### config.mk
export PLATFORM = sky130hd
export DESIGN_NAME = fit_policy_partition_allocator_unit
export DESIGN_NICKNAME = d
export VERILOG_FILES = /design/src/rtl/fpa_pkg.sv /design/src/rtl/fpa_size_mem.sv /design/src/rtl/fit_policy_partition_allocator_unit.sv
export SDC_FILE = /design/constraint.sdc
export NUM_CORES = 1
export LEC_CHECK = 0
export BUFFER_PORTS_ARGS = -buffer_cell sky130_fd_sc_hd__clkbuf_2
export CORE_ASPECT_RATIO = 1.25
export CORE_MARGIN = 5
export CORE_UTILIZATION = 67
export CTS_CLUSTER_SIZE = 30
export DETAILED_ROUTE_END_ITERATION = 10
export GPL_ROUTABILITY_DRIVEN = 0
export PLACE_DENSITY = 0.84
export REMOVE_ABC_BUFFERS = 1
export SYNTH_ARGS = -nofsm -noshare
export SYNTH_HDL_FRONTEND = slang
export SYNTH_SLANG_ARGS = --single-unit
### constraint.sdc
create_clock -name clk -period 9.1 [get_ports clk]
set_input_delay 0 -clock clk [delete_from_list [all_inputs] [get_ports clk]]
set_output_delay 0 -clock clk [all_outputs]
set_load 0.02 [all_outputs]
### src/rtl/fpa_pkg.sv
package fpa_pkg;

    localparam int KIND_W      = 1;
    localparam int SLOT_W      = 5;
    localparam int AMOUNT_W    = 16;
    localparam int FIT_MODE_W  = 2;
    localparam int BLK_COUNT_W = 6;
    localparam int REQ_NUM_W   = 8;
    localparam int CFG_IDX_W   = 2;
    localparam int CFG_DATA_W  = 6;

    // Input item kinds.
    localparam logic [KIND_W-1:0] KIND_LOAD    = 1'b0;
    localparam logic [KIND_W-1:0] KIND_REQUEST = 1'b1;

    // Placement policies. The unused code behaves as first fit.
    localparam logic [FIT_MODE_W-1:0] FIT_FIRST = 2'd0;
    localparam logic [FIT_MODE_W-1:0] FIT_BEST  = 2'd1;
    localparam logic [FIT_MODE_W-1:0] FIT_WORST = 2'd2;

    // Configuration register indexes.
    localparam logic [CFG_IDX_W-1:0] REG_FIT_MODE    = 2'd0;
    localparam logic [CFG_IDX_W-1:0] REG_BLOCK_COUNT = 2'd1;

    localparam logic [FIT_MODE_W-1:0]  FIT_MODE_RESET    = FIT_FIRST;
    localparam logic [BLK_COUNT_W-1:0] BLOCK_COUNT_RESET = 6'd32;
    localparam logic [REQ_NUM_W-1:0]   REQ_NUM_MAX       = 8'd255;

endpackage

### src/rtl/fpa_size_mem.sv
module fpa_size_mem #(
    parameter int DEPTH  = 32,
    parameter int WIDTH  = 16,
    parameter int ADDR_W = 5
) (
    input  logic              clk,
    input  logic              wr_en,
    input  logic [ADDR_W-1:0] wr_addr,
    input  logic [WIDTH-1:0]  wr_data,
    input  logic              rd_en,
    input  logic [ADDR_W-1:0] rd_addr,
    output logic [WIDTH-1:0]  rd_data
);

    logic [WIDTH-1:0] mem [DEPTH];
    logic [WIDTH-1:0] rd_data_reg;

    always_ff @(posedge clk)
    begin
        if (wr_en)
        begin
            mem[wr_addr] <= wr_data;
        end
        if (rd_en)
        begin
            rd_data_reg <= mem[rd_addr];
        end
    end

    assign rd_data = rd_data_reg;

endmodule

### src/rtl/fit_policy_partition_allocator_unit.sv
// Load request: taken while idle, no result.
// Allocation request: the scan reads one size entry per cycle from a single memory port
// over the first min(block_count, NUM_BLOCKS) entries, then registers the result in the
// commit state. Input stalls until the commit, which out_stall on an earlier result delays.
// Reset clears the used marks and the request counter, sets the policy and block count
// registers to their reset values and clears the control state. The size memory is not
// cleared; the user must load every entry before use, which the block does not enforce.
module fit_policy_partition_allocator_unit #(
    parameter int NUM_BLOCKS = 32,
    parameter int SIZE_BITS  = 16
) (
    input  logic                                 clk,
    input  logic                                 rst_n,
    input  logic                                 in_valid,
    output logic                                 in_stall,
    input  logic [fpa_pkg::KIND_W-1:0]           kind,
    input  logic [fpa_pkg::SLOT_W-1:0]           slot,
    input  logic [fpa_pkg::AMOUNT_W-1:0]         amount,
    output logic                                 out_valid,
    input  logic                                 out_stall,
    output logic                                 granted,
    output logic [fpa_pkg::SLOT_W-1:0]           chosen_slot,
    output logic [fpa_pkg::REQ_NUM_W-1:0]        request_number,
    input  logic                                 cfg_write,
    input  logic [fpa_pkg::CFG_IDX_W-1:0]        cfg_index,
    input  logic [fpa_pkg::CFG_DATA_W-1:0]       cfg_data
);

    localparam int IDX_W = (NUM_BLOCKS > 1) ? $clog2(NUM_BLOCKS) : 1;
    localparam int CNT_W = $clog2(NUM_BLOCKS + 1);
    localparam int CMP_W = SIZE_BITS + fpa_pkg::AMOUNT_W;

    typedef enum logic [1:0] {
        S_IDLE,
        S_SCAN,
        S_COMMIT
    } state_t;

    state_t                             state_reg, state_next;
    logic [fpa_pkg::FIT_MODE_W-1:0]     fit_mode_reg, fit_mode_next;
    logic [fpa_pkg::BLK_COUNT_W-1:0]    block_count_reg, block_count_next;
    logic [NUM_BLOCKS-1:0]              used_reg, used_next;
    logic [fpa_pkg::REQ_NUM_W-1:0]      counter_reg, counter_next;
    logic [fpa_pkg::AMOUNT_W-1:0]       amount_reg, amount_next;
    logic [CNT_W-1:0]                   limit_reg, limit_next;
    logic [CNT_W-1:0]                   rd_cnt_reg, rd_cnt_next;
    logic                               eval_valid_reg, eval_valid_next;
    logic [IDX_W-1:0]                   eval_idx_reg, eval_idx_next;
    logic                               eval_used_reg, eval_used_next;
    logic                               found_reg, found_next;
    logic [IDX_W-1:0]                   pick_reg, pick_next;
    logic [SIZE_BITS-1:0]               pick_size_reg, pick_size_next;
    logic                               out_valid_reg, out_valid_next;
    logic                               granted_reg, granted_next;
    logic [fpa_pkg::SLOT_W-1:0]         chosen_reg, chosen_next;
    logic [fpa_pkg::REQ_NUM_W-1:0]      req_num_reg, req_num_next;

    logic                               in_accept;
    logic                               slot_ok;
    logic [IDX_W-1:0]                   slot_idx;
    logic                               load_wr;
    logic                               rd_more;
    logic [IDX_W-1:0]                   rd_idx;
    logic [SIZE_BITS-1:0]               rd_size;
    logic                               eval_fits;
    logic                               take_pick;

    assign in_stall  = (state_reg != S_IDLE);
    assign in_accept = in_valid && !in_stall;
    assign slot_ok   = (32'(slot) < NUM_BLOCKS);
    assign slot_idx  = IDX_W'(slot);
    assign load_wr   = in_accept && (kind == fpa_pkg::KIND_LOAD) && slot_ok;
    assign rd_more   = (rd_cnt_reg < limit_reg);
    assign rd_idx    = rd_cnt_reg[IDX_W-1:0];

    fpa_size_mem #(
        .DEPTH  (NUM_BLOCKS),
        .WIDTH  (SIZE_BITS),
        .ADDR_W (IDX_W)
    ) u_size_mem (
        .clk     (clk),
        .wr_en   (load_wr),
        .wr_addr (slot_idx),
        .wr_data (SIZE_BITS'(amount)),
        .rd_en   ((state_reg == S_SCAN) && rd_more),
        .rd_addr (rd_idx),
        .rd_data (rd_size)
    );

    // Compare unit shared by every step of the scan.
    assign eval_fits = !eval_used_reg && (CMP_W'(rd_size) >= CMP_W'(amount_reg));

    always_comb
    begin
        take_pick = !found_reg;
        unique case (fit_mode_reg)
            fpa_pkg::FIT_BEST:  take_pick = !found_reg || (rd_size <= pick_size_reg);
            fpa_pkg::FIT_WORST: take_pick = !found_reg || (rd_size >= pick_size_reg);
            default:            take_pick = !found_reg;
        endcase
    end

    always_comb
    begin
        state_next       = state_reg;
        fit_mode_next    = fit_mode_reg;
        block_count_next = block_count_reg;
        used_next        = used_reg;
        counter_next     = counter_reg;
        amount_next      = amount_reg;
        limit_next       = limit_reg;
        rd_cnt_next      = rd_cnt_reg;
        eval_valid_next  = eval_valid_reg;
        eval_idx_next    = eval_idx_reg;
        eval_used_next   = eval_used_reg;
        found_next       = found_reg;
        pick_next        = pick_reg;
        pick_size_next   = pick_size_reg;
        out_valid_next   = out_valid_reg;
        granted_next     = granted_reg;
        chosen_next      = chosen_reg;
        req_num_next     = req_num_reg;

        if (cfg_write)
        begin
            unique case (cfg_index)
                fpa_pkg::REG_FIT_MODE:    fit_mode_next = cfg_data[fpa_pkg::FIT_MODE_W-1:0];
                fpa_pkg::REG_BLOCK_COUNT: block_count_next = cfg_data;
                default:                  ;
            endcase
        end

        if (out_valid_reg && !out_stall)
        begin
            out_valid_next = 1'b0;
        end

        unique case (state_reg)
            S_IDLE:
            begin
                if (in_accept)
                begin
                    if (kind == fpa_pkg::KIND_LOAD)
                    begin
                        if (slot_ok)
                        begin
                            used_next[slot_idx] = 1'b0;
                        end
                    end
                    else
                    begin
                        amount_next     = amount;
                        limit_next      = (32'(block_count_reg) > NUM_BLOCKS) ?
                                          CNT_W'(NUM_BLOCKS) : CNT_W'(block_count_reg);
                        rd_cnt_next     = '0;
                        eval_valid_next = 1'b0;
                        found_next      = 1'b0;
                        state_next      = S_SCAN;
                    end
                end
            end
            S_SCAN:
            begin
                if (eval_valid_reg && eval_fits && take_pick)
                begin
                    found_next     = 1'b1;
                    pick_next      = eval_idx_reg;
                    pick_size_next = rd_size;
                end
                // The read of one entry overlaps the compare of the previous one.
                if (rd_more)
                begin
                    eval_valid_next = 1'b1;
                    eval_idx_next   = rd_idx;
                    eval_used_next  = used_reg[rd_idx];
                    rd_cnt_next     = CNT_W'(rd_cnt_reg + 1'b1);
                end
                else
                begin
                    // The last entry is compared in this cycle, so the choice is final.
                    eval_valid_next = 1'b0;
                    state_next      = S_COMMIT;
                end
            end
            S_COMMIT:
            begin
                if (!out_valid_reg || !out_stall)
                begin
                    out_valid_next = 1'b1;
                    granted_next   = found_reg;
                    chosen_next    = found_reg ? fpa_pkg::SLOT_W'(pick_reg) : '0;
                    req_num_next   = counter_reg;
                    if (counter_reg != fpa_pkg::REQ_NUM_MAX)
                    begin
                        counter_next = counter_reg + 1'b1;
                    end
                    if (found_reg)
                    begin
                        used_next[pick_reg] = 1'b1;
                    end
                    state_next = S_IDLE;
                end
            end
            default:
            begin
                state_next = S_IDLE;
            end
        endcase
    end

    always_ff @(posedge clk or negedge rst_n)
    begin
        if (!rst_n)
        begin
            state_reg       <= S_IDLE;
            fit_mode_reg    <= fpa_pkg::FIT_MODE_RESET;
            block_count_reg <= fpa_pkg::BLOCK_COUNT_RESET;
            used_reg        <= '0;
            counter_reg     <= '0;
            eval_valid_reg  <= 1'b0;
            found_reg       <= 1'b0;
            out_valid_reg   <= 1'b0;
        end
        else
        begin
            state_reg       <= state_next;
            fit_mode_reg    <= fit_mode_next;
            block_count_reg <= block_count_next;
            used_reg        <= used_next;
            counter_reg     <= counter_next;
            amount_reg      <= amount_next;
            limit_reg       <= limit_next;
            rd_cnt_reg      <= rd_cnt_next;
            eval_valid_reg  <= eval_valid_next;
            eval_idx_reg    <= eval_idx_next;
            eval_used_reg   <= eval_used_next;
            found_reg       <= found_next;
            pick_reg        <= pick_next;
            pick_size_reg   <= pick_size_next;
            out_valid_reg   <= out_valid_next;
            granted_reg     <= granted_next;
            chosen_reg      <= chosen_next;
            req_num_reg     <= req_num_next;
        end
    end

    assign out_valid      = out_valid_reg;
    assign granted        = granted_reg;
    assign chosen_slot    = chosen_reg;
    assign request_number = req_num_reg;

endmodule

After elaboration in Yosys (flattened, before gate mapping) --
Memories as Yosys holds them, arrays and structs flattened. A register that Yosys moved wholly into a read port is not among the register bits. Cells that the tools add are included.
Word-level totals: bits in writable memories 512, memories kept 1, bits in registers 122, ROM bits 0, latch bits 0, output and inout port bits 16
Cells by class: $lt $le $gt $ge 10, bitwise operators 4, multiplexer cells 32, multiply operators 0, shift operators 0, reductions and logical operators 34, add/sub/neg operators 2, equality and inequality tests 14, divide/modulo/power cells 0
Memory list:
- u_size_mem.mem | depth 32, width 16, rd ports 1, clocked after Yosys merged registers in 1, write ports 1, RTL line fpa_size_mem.sv:15 | logic [WIDTH-1:0] mem [DEPTH];
Operators by type and width (count):
- two-way mux 32 bit | 4
- one-hot mux 32 bit (2 select lines) | 1
- bitwise AND 32 bit | 1
- >= comparator 16 bit | 2
- NOT 32 bit | 1
- bitwise OR 32 bit | 1
- less-than comparator 5 x 6 -> 1 bit, second input constant | 3
- two-way mux 6 bit | 3
- less-or-equal comparator 16 bit | 1
- AND reduction 3 bit | 5
- != test 2 bit, second input constant | 7
- two-way mux 1 bit | 12
- one-hot mux 6 bit (2 select lines) | 1
- AND reduction 4 bit | 3
- demux 1 bit (select 5 bit) | 2
- >= comparator 5 x 1 -> 1 bit, second input constant | 2
- AND reduction 5 bit | 2
- logical AND 1 bit | 9
- adder 8 x 1 -> 8 bit, second input constant | 1
- two-way mux 2 bit | 4
- != test 8 bit, second input constant | 1
- adder 6 x 1 -> 6 bit, second input constant | 1
- == test 2 x 1 -> 1 bit, second input constant | 3
- > comparator 6 bit, second input constant | 1
- 12 further kinds | 25

Logic depth before layout (Yosys ltp) --
Gate-level depths: netlist of run 1.
depth after elaboration 9, gate-level depth with buffers 9, depth with buffers taken out 8

Cells and area by module --
From an unflattened synthesis of run 1, not the netlist that was laid out.
Unflattened totals: cell total of the unflattened synthesis 1605, area, all modules 26411.6 um^2
By module, submodules not included:
- fpa_size_mem | area each 20694.8 um^2, cells each 1143, times used 1
- fit_policy_partition_allocator_unit | area each 5716.7 um^2, cells each 462, times used 1

Worst setup path before layout of run 1 --
Ideal clock, no wire load.
path type register -> register, start point reg u_size_mem.rd_data_reg[14], in the netlist u_size_mem.rd_data[14] (read register of u_size_mem.mem), end point reg pick_reg[0], enable pin, cell stages (with the launch flop) 8, path slack 6.044 ns, library setup time 0.412 ns, buffers on the path 0, arrival time 2.644 ns, path through edfxtp_1 > ha_1 > a21oi_1 > nand2_1 > a221o_1 > a211oi_1 > xnor2_1 > a31oi_1
On the way: cells in the longest elaborated chain, start to end 5, elaborated cells on any way between the ends 10
RTL lines:
- start, declared | RTL line fpa_size_mem.sv:16 | logic [WIDTH-1:0] rd_data_reg;
- >= comparator 16 bit (tied with other cells) | RTL line fit_policy_partition_allocator_unit.sv:98 | fpa_pkg::FIT_WORST: take_pick = !found_reg || (rd_size >= pick_size_reg);
- logical OR 1 bit (tied with other cells) | RTL line fit_policy_partition_allocator_unit.sv:98
- one-hot mux 1 bit (2 select lines) or logical AND 1 bit (tied branches) | RTL line fit_policy_partition_allocator_unit.sv:96, fit_policy_partition_allocator_unit.sv:164
- logical AND 1 bit (*) | RTL line fit_policy_partition_allocator_unit.sv:164 | if (eval_valid_reg && eval_fits && take_pick)
- AND reduction 3 bit (no line) (*)
- end signal, assigned | RTL line fit_policy_partition_allocator_unit.sv:238 | pick_reg <= pick_next;
- end, declared | RTL line fit_policy_partition_allocator_unit.sv:51 | logic [IDX_W-1:0] pick_reg, pick_next;
Every way passes the cells marked *; elsewhere a longest branch is shown, timed or not. A chain may end at the register's enable or synchronous reset.

Final worst setup path of run 1 --
start point reg rd_cnt_reg[1], end point reg u_size_mem.rd_data_reg[10], in the netlist u_size_mem.rd_data[10] (read register of u_size_mem.mem) (data pin)
On the way: cells in the longest elaborated chain, start to end 2
RTL lines:
- start, declared | RTL line fit_policy_partition_allocator_unit.sv:46 | logic [CNT_W-1:0] rd_cnt_reg, rd_cnt_next;
- start signal, assigned | RTL line fit_policy_partition_allocator_unit.sv:233 | rd_cnt_reg <= rd_cnt_next;
- less-than comparator 6 bit | RTL line fit_policy_partition_allocator_unit.sv:73 | assign rd_more = (rd_cnt_reg < limit_reg);
- logical AND 1 bit | RTL line fit_policy_partition_allocator_unit.sv:85 | .rd_en ((state_reg == S_SCAN) && rd_more),
Parallel ways exist; a longest one is shown, timed or not.

==> results by group, run 1 <==
Run status
  • Outcome: complete, no violations

Synth
  • Ys flop type: edfxtp_1
  • Number of flops mapped to enable cells by yosys: 597
  • Flops & latches, synth: 650
  • Post-Syn Instances: ~1300
  • Post-synth cell types: between 40 and 50
  • Seq/Total Area, Yosys: 0.749
  • Mapped Area: roughly 26000 sq um
  • Syn Area/Cell: between 20 and 25 sq um
  • Fraction of registers with async set/reset: 0.0815
  • Yosys warns: 0

Global routing
  • Total global-route track usage: 0.309
  • Pin count of the biggest net entering global routing: 91
  • Vias in the first global route: approximately 14000
  • Wire length of the first global-routing pass: roughly 94 mm
  • Gr ovfl total: 0
  • Initial antenna violation count: 0

Floorplan
  • Initial Util: 0.676
  • DIE WIDTH: roughly 190 um
  • Die H: 229 um
  • FP Rows: 80
  • # IOs: 51
  • Core area: between 30000 and 40000 sq um
  • Die area: approximately 42000 sq um

CTS
  • Worst skew pair latency: 0.59 ns
  • Root Buffer: clkbuf_16
  • Reg clk slew, reported paths: around 0.070 ns
  • Cts repair resizes: 0
  • TritonCTS clock tree: yes
  • H-Tree Depth: 2
  • CTS sink cnt: between 600 and 700
  • Clock buffer depth: 3
  • Setup repair bufs after CTS: 0
  • CTS Buf Count: 56
  • # hold bufs at CTS: 20

Setup path
  • Crit start category: flip-flop
  • Worst path slowest cell: buf_4
  • CP endpoint kind: flip-flop
  • CP required: ~9.4 ns
  • RR Startpoint: rd_cnt_reg[1]
  • Crit path arrival time: ~4.2 ns
  • Crit Path Category: reg2reg
  • Crit path max fanout: 73
  • Worst setup path start: rd_cnt_reg[1]
  • Critical path's top delay family: buffers and inverters
  • Worst-path cell chain: buf_4 > buf_4 > mux4_2 > mux4_2 > mux2_2
  • CP peak stage delay: 0.94 ns
  • WP buf/inv: 2

STA
  • Final setup viols: 0
  • Period utilization: 0.420
  • Setup Total Neg Slack: 0 ns
  • Worst slew pin tran: roughly 1.3 ns
  • RSZ-0062 raised after global routing: no
  • Final hold vios: 0
  • Max Clock Freq: roughly 0.26 GHz
  • Final slew viol count: 0
  • Min Tclk post-route: about 3.8 ns
  • Max_slew headroom: 0.161
  • Setup Skew: between 0.015 and 0.02 ns

Job
  • Max-Cap Viols: 0

Drt
  • 1st-iter DRT viols: 1982
  • Pre-antenna DRT Iters: 7
  • Vias: 13521
  • Post-route ant nets: 0
  • Vias per Instance: between 7 and 8
  • WL/cell: between 30 and 40 um
  • DRC errors left: 0
  • Total wire length: between 60 and 70 mm

Cells and area
  • Max reg flops: 512
  • Share of layout cells above drive strength 1: 0.266
  • Area growth syn-to-layout: 11.6%
  • Final net count: roughly 1400
  • Number of antenna diodes: 0

Place
  • Hpwl dp: around 33 mm
  • I/O Buffers: 50

Pwr
  • P per Cell Area: around 240 nW/um^2
  • Static Leak: ~9.7 nW
  • Peak supply drop: about 0.15 mV
  • Pwr Total: a little under 7 mW

Worst hold path
  • Hold Path Class: in2reg
  • HP Start: amount[2]
## synthesized netlist by cell type, types with 3 or more instances
library cell,count,area (sq um)
buf_1,9,33.8
ha_1,40,500
buf_4,10,75.1
nor2_1,57,214
dfrtp_1,52,1300
buf_2,3,15.0
xor2_1,5,43.8
edfxtp_1,597,17900
xnor2_1,7,61.3
nor2b_1,7,43.8
nand4_1,7,43.8
and2_1,6,37.5
a21o_1,5,37.5
o21ai_0,43,215
nand2b_1,10,62.6
o31ai_1,6,45.0
buf_6,3,33.8
nand2_1,68,255
inv_1,41,154
clkbuf_1,27,101
a211oi_1,4,30.0
a21oi_1,16,80.1
nand3_1,10,50.1
nand3b_1,5,37.5
or3_1,3,18.8
mux2_2,25,282
mux4_2,170,3830
nor3_1,3,15.0
## placed cells by master, fill, tap and decap left out, types with 5 or more instances in the layout
cell	instances
clkbuf_1	14
nor2b_1	7
xor2_1	5
nor2_2	10
nand3b_1	5
buf_4	39
and2_1	6
nand2_1	68
xnor2_1	7
a21oi_1	16
clkbuf_16	57
edfxtp_1	597
o21ai_0	43
mux2_2	25
nand4_1	7
dfrtp_1	52
inv_1	41
bufinv_16	7
a21o_1	5
o31ai_1	6
mux4_2	170
nor2_1	47
clkinv_2	10
clkinv_1	11
nand2b_1	10
ha_1	40
clkbuf_2	50
dlygate4sd3_1	20
nand3_1	10
## final cells by class
cell class                 instances  area, sq um
sequential                       650        19300
clock inverter                    29          309
inverter                          41          154
timing repair buffer             110          763
multi-input combinational        515         6070
tap                              492          616
fill                            1877         9350
clock buffer                      74         1520
## power breakdown
group / internal (mW) / total [mW] / switching [mW] / leakage, nW
combinational: 0.428 / 0.973 / 0.545 / 2.75
clock: 1.37 / 2.41 / 1.04 / 0.896
sequential: 3.40 / 3.48 / 0.0868 / 6.09
## per-stage QoR
step / instances / area, sq um / util / hold WS, ns / setup slack, ns
floorplan: 1206 / 25400 / - / -0.296 / 2.07
global placement: 1788 / 26700 / 0.701 / 0.159 / 5.47
detailed placement: 1788 / 26700 / 0.701 / 0.183 / 5.44
CTS: 1911 / 28700 / 0.754 / 0.0389 / 5.36
global route: 1911 / 28700 / 0.754 / 0.106 / 5.14
finish: 1911 / 28700 / 0.754 / 0.0804 / 5.28
## routing by layer
metal  GRT usage  wire (um)  up-vias
met1       0.394      20700     6897
met5           0          0        -
li1            -          -     5312
met4       0.165       4250        0
met3      0.0565       6010      267
met2       0.512      32400     1045
## cells by family (layout without fill, tap and decap cells)
logic type / count (synthesis) / in the layout / share of synthesized area
and+or+nand+nor: 184 / 184 / 0.0325
muxes: 195 / 195 / 0.160
DFF: 650 / 650 / 0.749
buffers and inverters: 93 / 254 / 0.0161
xor gates and xnor gates: 12 / 12 / 0.00409
AOI/OAI and AO/OA: 84 / 84 / 0.0190
adders and majority gates: 40 / 40 / 0.0195
## final timing paths
path                                                to  slack (ns)  depth (start not counted)
max in group asynchronous           block_count_reg[3]        8.50                          3
min in group asynchronous               counter_reg[3]        0.10                          3
worst min register to register             pick_reg[0]        0.43                          0
worst max-delay path            u_size_mem.rd_data[10]        5.28                          5
worst min-delay path              u_size_mem.mem[4][2]        0.08                          1
worst max register to register  u_size_mem.rd_data[10]        5.28                          5
Note: power is estimated with default switching activity, not from simulation.
==> run 2: changes to the inputs <==
--- a/config.mk
+++ b/config.mk
@@ -8,11 +8,11 @@
 export BUFFER_PORTS_ARGS = -buffer_cell sky130_fd_sc_hd__clkbuf_2
 export CORE_ASPECT_RATIO = 1.25
 export CORE_MARGIN = 5
-export CORE_UTILIZATION = 67
+export CORE_UTILIZATION = 62
 export CTS_CLUSTER_SIZE = 30
 export DETAILED_ROUTE_END_ITERATION = 10
 export GPL_ROUTABILITY_DRIVEN = 0
-export PLACE_DENSITY = 0.84
+export PLACE_DENSITY = 0.79
 export REMOVE_ABC_BUFFERS = 1
 export SYNTH_ARGS = -nofsm -noshare
 export SYNTH_HDL_FRONTEND = slang
==> constraint.sdc (replaced) <==
create_clock -name clk -period 3.9 [get_ports clk]
set_input_delay 0 -clock clk [delete_from_list [all_inputs] [get_ports clk]]
set_output_delay 0 -clock clk [all_outputs]
set_load 0.02 [all_outputs]
==> run 2 against run 1 <==
- critical path depth is the same
- global-route usage down 4.3 points
- largest power group unchanged
- non-clock buffer count rose by 7
- largest cell class unchanged
- sequential power rose by 130%
- combinational power rose by 130%
- clock-buffer cell count increased by 8
- via count shrank 3.8%
- clock skew is 0.0027 ns lower
- clock power up 130%
==> results by group, run 2 (synthesis results as in run 1) <==
Setup path
  • CP endpoint kind: flip-flop
  • Crit start category: flip-flop
  • CP required: 4.25 ns (-5.19 ns)
  • Crit path max fanout: 39 (-47%)
  • Crit path arrival time: 3.18 ns (-0.97 ns)
  • Crit Path Category: reg2reg

Pwr
  • Static Leak: 9.77 nW (+0.37%)
  • Sequential share of power: 0.513 (+0.005)
  • Switching portion of total power: 0.238 (-0.00500)
  • Pwr Total: 15.8 mW (+130%)
  • P_sw: 3.77 mW (+130%)
  • Clock power share: 0.348 (-0.003)
  • P per Cell Area: 548 nW/um^2 (+130%)
  • Int Pwr: 12.0 mW (+130%)
  • Peak supply drop: 0.410 mV (+170%)
  • Logic gate share of total power: 0.139 (-0.003)

STA
  • Max_slew headroom: 0.353 (+0.192)
  • Hold WS: 0.0439 ns (-0.0365 ns)
  • Period utilization: 0.728 (+0.308)
  • Setup Skew: 0.0163 ns (-0.00269 ns)
  • Final setup viols: 0 (unchanged)
  • Worst slew pin tran: 0.971 ns (-0.286 ns)
  • Final slew viol count: 0 (unchanged)
  • Max Clock Freq: 0.352 GHz (+35%)
  • Min Tclk post-route: 2.84 ns (-0.981 ns)
  • RSZ-0062 raised after global routing: no
  • Final hold vios: 0 (unchanged)

Floorplan
  • # IOs: 51 (unchanged)
  • Die H: 238 um (+3.8%)
  • DIE WIDTH: 192 um (+3.7%)
  • Core area: 41000 sq um (+7.8%)
  • FP Rows: 83 (+3.8%)
  • Initial Util: 0.627 (-0.0492)
  • Die area: 45700 sq um (+7.7%)

Drt
  • WL met3: 4.76 mm (-21%)
  • Pre-antenna DRT Iters: 5 (-2)
  • Met2 routed WL: 31.0 mm (-4.3%)
  • DRC errors left: 0 (unchanged)
  • Vias per Instance: 6.57 (-7.1%)
  • Vias: 13005 (-3.8%)
  • Metal1 wirelength: 20.3 mm (-2.2%)
  • Top Metal Used: met4
  • 1st-iter DRT viols: 1644 (-17%)
  • Total wire length: 59.0 mm (-6.9%)
  • Post-route ant nets: 0 (unchanged)
  • WL/cell: 29.8 um (-10%)

Cells and area
  • Most common cell after layout, fill and taps aside: edfxtp_1
  • Final net count: 1457 (+0.55%)
  • Most frequent cells in the layout: edfxtp_1, mux4_2, nand2_1
  • Area growth syn-to-layout: 12.2%
  • Multi-input logic area: 6080 sq um (+0.12%)
  • Storage element area: 19300 sq um (unchanged)
  • Share of layout cells above drive strength 1: 0.273 (+0.00622)
  • Fin util: 0.703 (-0.0511)
  • Fillers: 2335 (+24%)
  • Non-filler cells in the finished layout: 1979 (+3.6%)
  • Number of antenna diodes: 0 (unchanged)
  • Max reg flops: 512 (unchanged)

CTS
  • Setup repair bufs after CTS: 0 (unchanged)
  • TritonCTS clock tree: yes
  • H-Tree Depth: 2 (unchanged)
  • Reg clk slew, reported paths: 0.07 ns (about the same)
  • Worst skew pair latency: 0.61 ns (+0.02 ns)
  • Root Buffer: clkbuf_16
  • CTS Buf Count: 57 (+1.8%)
  • Clock buffer depth: 3 (unchanged)
  • CTS sink cnt: 650 (unchanged)
  • Cts repair resizes: 0 (unchanged)

Global routing
  • Total global-route track usage: 0.266 (-0.0429)
  • Vias in the first global route: 13604 (-5.1%)
  • Pin count of the biggest net entering global routing: 140 (+54%)
  • Gr ovfl total: 0 (unchanged)
  • Wire length of the first global-routing pass: 88.0 mm (-6.5%)
  • Initial antenna violation count: 0 (unchanged)

Worst hold path
  • Hold Path Class: in2reg

Place
  • I/O Buffers: 50 (unchanged)
  • Placed cell count: 1857 (+3.9%)
  • Hpwl dp: 32.0 mm (-2.7%)

Run status
  • Outcome: complete, no violations

Job
  • Max-Cap Viols: 0 (unchanged)
## run 2: cell count changes in the layout (fill, tap and decap cells not counted), sizes merged
cell and delta:
buf +9, clkbuf +8, clkinv -6, bufinv -2
dlygate4sd3 -2, inv +1
## run 2: final cells by class
| cell class | count | area share |
|---|---|---|
| Sequential cell | 650 | 0.668 |
| Timing Repair Buffer | 117 | 0.0294 |
| Clock inverter | 22 | 0.00889 |
| Clock buffer | 82 | 0.0541 |
| Inverter | 41 | 0.00534 |
| Tap cell | 552 | 0.0239 |
| Multi-Input combinational cell | 515 | 0.211 |
## run 2: final timing paths
kind / from / endpoint / slack, ns / cells past startpoint
worst min register to register: eval_idx_reg[1] / pick_reg[1] / 0.42 / 0
worst max-delay path: rd_cnt_reg[0] / u_size_mem.rd_data[6] / 1.06 / 5
min in group asynchronous: rst_n / used_reg[28] / 0.14 / 3
worst min-delay path: cfg_write / block_count_reg[0] / 0.04 / 3
max in group asynchronous: rst_n / block_count_reg[2] / 3.28 / 3
worst max register to register: rd_cnt_reg[0] / u_size_mem.rd_data[6] / 1.06 / 5
## run 2: power groups by stage
stage               clock (mW)  sequential, mW  combinational, mW
floorplan                    0            8.43               1.36
global placement             0            8.24               2.09
detailed placement           0            8.25               2.15
CTS                       5.58            8.11               2.22
global route              5.87            8.13               2.36
finish                    5.50            8.12               2.20
## run 2: critical path: stages, from the launching register on
cell	delay (ns)
edfxtp_1	0.37
buf_12	0.29
buf_4	0.46
mux4_2	0.57
mux4_2	0.53
mux2_2	0.28
## run 2: stage by stage
stage	instance area, sq um	setup TNS (ns)	setup slack, ns
5_1_grt	28800	0	0.928
3_5_place_dp	26800	0	1.06
2_1_floorplan	25400	-149.53	-3.13
3_3_place_gp	26800	0	1.09
4_1_cts	28800	0	1.03
6_report	28800	0	1.06
## run 2: what timing repair did
action                                 CTS  global route
setup endpoints to repair                0             0
hold buffers                            18             0
endpoints found under the hold margin   71             0
## run 2: routing by layer
metal,up-vias,global-route usage
li1,5340,-
met1,6736,0.345
met2,767,0.460
met3,162,0.0348
met4,0,0.112
met5,-,0
==> run 3: changes to the inputs <==
--- a/config.mk
+++ b/config.mk
@@ -8,11 +8,11 @@
 export BUFFER_PORTS_ARGS = -buffer_cell sky130_fd_sc_hd__clkbuf_2
 export CORE_ASPECT_RATIO = 1.25
 export CORE_MARGIN = 5
-export CORE_UTILIZATION = 62
+export CORE_UTILIZATION = 56
 export CTS_CLUSTER_SIZE = 30
 export DETAILED_ROUTE_END_ITERATION = 10
 export GPL_ROUTABILITY_DRIVEN = 0
-export PLACE_DENSITY = 0.79
+export PLACE_DENSITY = 0.75
 export REMOVE_ABC_BUFFERS = 1
 export SYNTH_ARGS = -nofsm -noshare
 export SYNTH_HDL_FRONTEND = slang
==> constraint.sdc (replaced) <==
create_clock -name clk -period 2.55 [get_ports clk]
set_input_delay 0 -clock clk [delete_from_list [all_inputs] [get_ports clk]]
set_output_delay 0 -clock clk [all_outputs]
set_load 0.02 [all_outputs]
==> run 3 against run 2 <==
- global-route usage is 3.5 points lower
- sequential share of layout area is 1.6 points lower
- cell area is 2.5% higher
- clock power is 51% higher
- highest routed layer is now met5
==> results by group, run 3 (synthesis results as in run 1) <==
CTS
  • CTS Buf Count: 58 (+1.8%)
  • CTS sink cnt: 650 (unchanged)
  • Root Buffer: clkbuf_16
  • Reg clk slew, reported paths: 0.07 ns (about the same)
  • Clock buffer depth: 3 (unchanged)
  • TritonCTS clock tree: yes
  • H-Tree Depth: 2 (unchanged)
  • Worst skew pair latency: 0.60 ns (about the same)

Pwr
  • Static Leak: 10.1 nW (+3.4%)
  • P per Cell Area: 826 nW/um^2 (+51%)
  • Peak supply drop: 0.522 mV (+27%)
  • Pwr Total: 24.4 mW (+54%)

Floorplan
  • Die area: 50300 sq um (+10%)
  • Core area: 45300 sq um (+10%)
  • FP Rows: 87 (+4.8%)
  • # IOs: 51 (unchanged)
  • Die H: 250 um (+5.0%)
  • Initial Util: 0.568 (-0.0590)
  • DIE WIDTH: 202 um (+4.9%)

Worst hold path
  • Hold Path Class: in2reg

Drt
  • Post-route ant nets: 0 (unchanged)
  • Vias per Instance: 6.31 (-4.0%)
  • Pre-antenna DRT Iters: 5 (unchanged)
  • WL/cell: 28.4 um (-4.7%)
  • Total wire length: 58.6 mm (-0.71%)
  • DRC errors left: 0 (unchanged)
  • 1st-iter DRT viols: 1292 (-21%)
  • Vias: 13021 (+0.12%)

STA
  • Worst slew pin tran: 0.727 ns (-0.244 ns)
  • Max_slew headroom: 0.513 (+0.161)
  • Setup Skew: 0.0192 ns (+0.00292 ns)
  • Max Clock Freq: 0.395 GHz (+12%)
  • Final slew viol count: 0 (unchanged)
  • Final setup viols: 0 (unchanged)
  • Min Tclk post-route: 2.53 ns (-0.308 ns)
  • Final hold vios: 0 (unchanged)
  • Period utilization: 0.992 (+0.264)
  • RSZ-0062 raised after global routing: yes

Cells and area
  • Final net count: 1510 (+3.6%)
  • Most common cell after layout, fill and taps aside: edfxtp_1
  • Area growth syn-to-layout: 15.0%
  • Share of layout cells above drive strength 1: 0.309 (+0.0367)
  • Max reg flops: 512 (unchanged)
  • Non-filler cells in the finished layout: 2063 (+4.2%)
  • Most frequent cells in the layout: edfxtp_1, mux4_2, buf_4
  • Fin util: 0.653 (-0.0501)

Global routing
  • Pin count of the biggest net entering global routing: 41 (-71%)
  • Vias in the first global route: 13491 (-0.83%)
  • Wire length of the first global-routing pass: 85.8 mm (-2.4%)
  • Initial antenna violation count: 2 (+2)
  • Total global-route track usage: 0.231 (-0.0355)
  • Gr ovfl total: 0 (unchanged)

Setup path
  • Crit path arrival time: 2.87 ns (-0.31 ns)
  • CP required: 2.89 ns (-1.36 ns)
  • CP endpoint kind: flip-flop
  • Crit Path Category: reg2reg
  • Crit start category: flip-flop
  • Crit path max fanout: 12 (-69%)
  • Reg2Reg Setup Slack: 0.02 ns (-1.04 ns)

Run status
  • Outcome: complete, no violations

Place
  • I/O Buffers: 50 (unchanged)
  • Placed cell count: 1920 (+3.4%)
  • Hpwl dp: 33.6 mm (+5.2%)

Job
  • Max-Cap Viols: 0 (unchanged)
## run 3: worst max-delay path: stages, from the launching register on
cell and delay, ns:
edfxtp_1 0.34, buf_6 0.16, buf_12 0.18, buf_12 0.17
mux4_2 0.52, mux4_2 0.59, mux2_4 0.30
## run 3: metal layers
metal  part of all wire  up-vias  global-route usage  wire length (um)
met3              0.074      131              0.0362              4340
met4              0.051        2               0.108              2990
met5            0.00012        -                   0                 7
met2               0.50      653               0.380             29300
li1                   -     5446                   -                 -
met1               0.38     6789               0.309             22000
## run 3: final timing paths
kind | endpoint | from | depth (start not counted)
hold reg to reg | pick_reg[4] | eval_idx_reg[4] | 0
setup reg to reg | u_size_mem.rd_data[11] | rd_cnt_reg[0] | 6
max in group asynchronous | block_count_reg[4] | rst_n | 4
min in group asynchronous | block_count_reg[5] | rst_n | 3
hold / removal | u_size_mem.mem[21][0] | amount[0] | 1
setup / recovery | u_size_mem.rd_data[11] | rd_cnt_reg[0] | 6
## run 3: metrics by stage
step	setup slack (ns)	area [sq um]	hold WS [ns]	setup TNS, ns
after floorplan	-4.48	25400	-0.296	-235.71
after global placement	0.00369	27400	-0.0544	0
after detailed placement	-0.0533	27400	-0.0559	-0.826
after CTS	-0.00780	29400	0.0206	-0.00782
after global routing	-0.0345	29600	0.0632	-0.454
final	0.0204	29600	0.0454	0
## run 3: final cells by class
type	instances	area [sq um]
flip-flops and latches	650	19300
fillers	2826	15700
diodes	1	2.50
repair buffers	169	1490
inverters	41	154
clock buffers	72	1530
clock inverters	37	280
well taps	578	723
multi-input cells	515	6140
## run 3: repair_timing
item	4_1_cts	5_1_grt
pin swaps	0	0
cloned	1	2
hold endpoints to repair	72	0
endpoints found under the setup margin	24	30
setup buffers	2	6
hold buffers	22	0
gates resized for setup	4	13
## run 3: report_power, final
group	switching [mW]	internal (mW)
Combinational	1.91	1.80
Sequential	0.272	12.1
Clock	3.75	4.56
Total	5.93	18.5
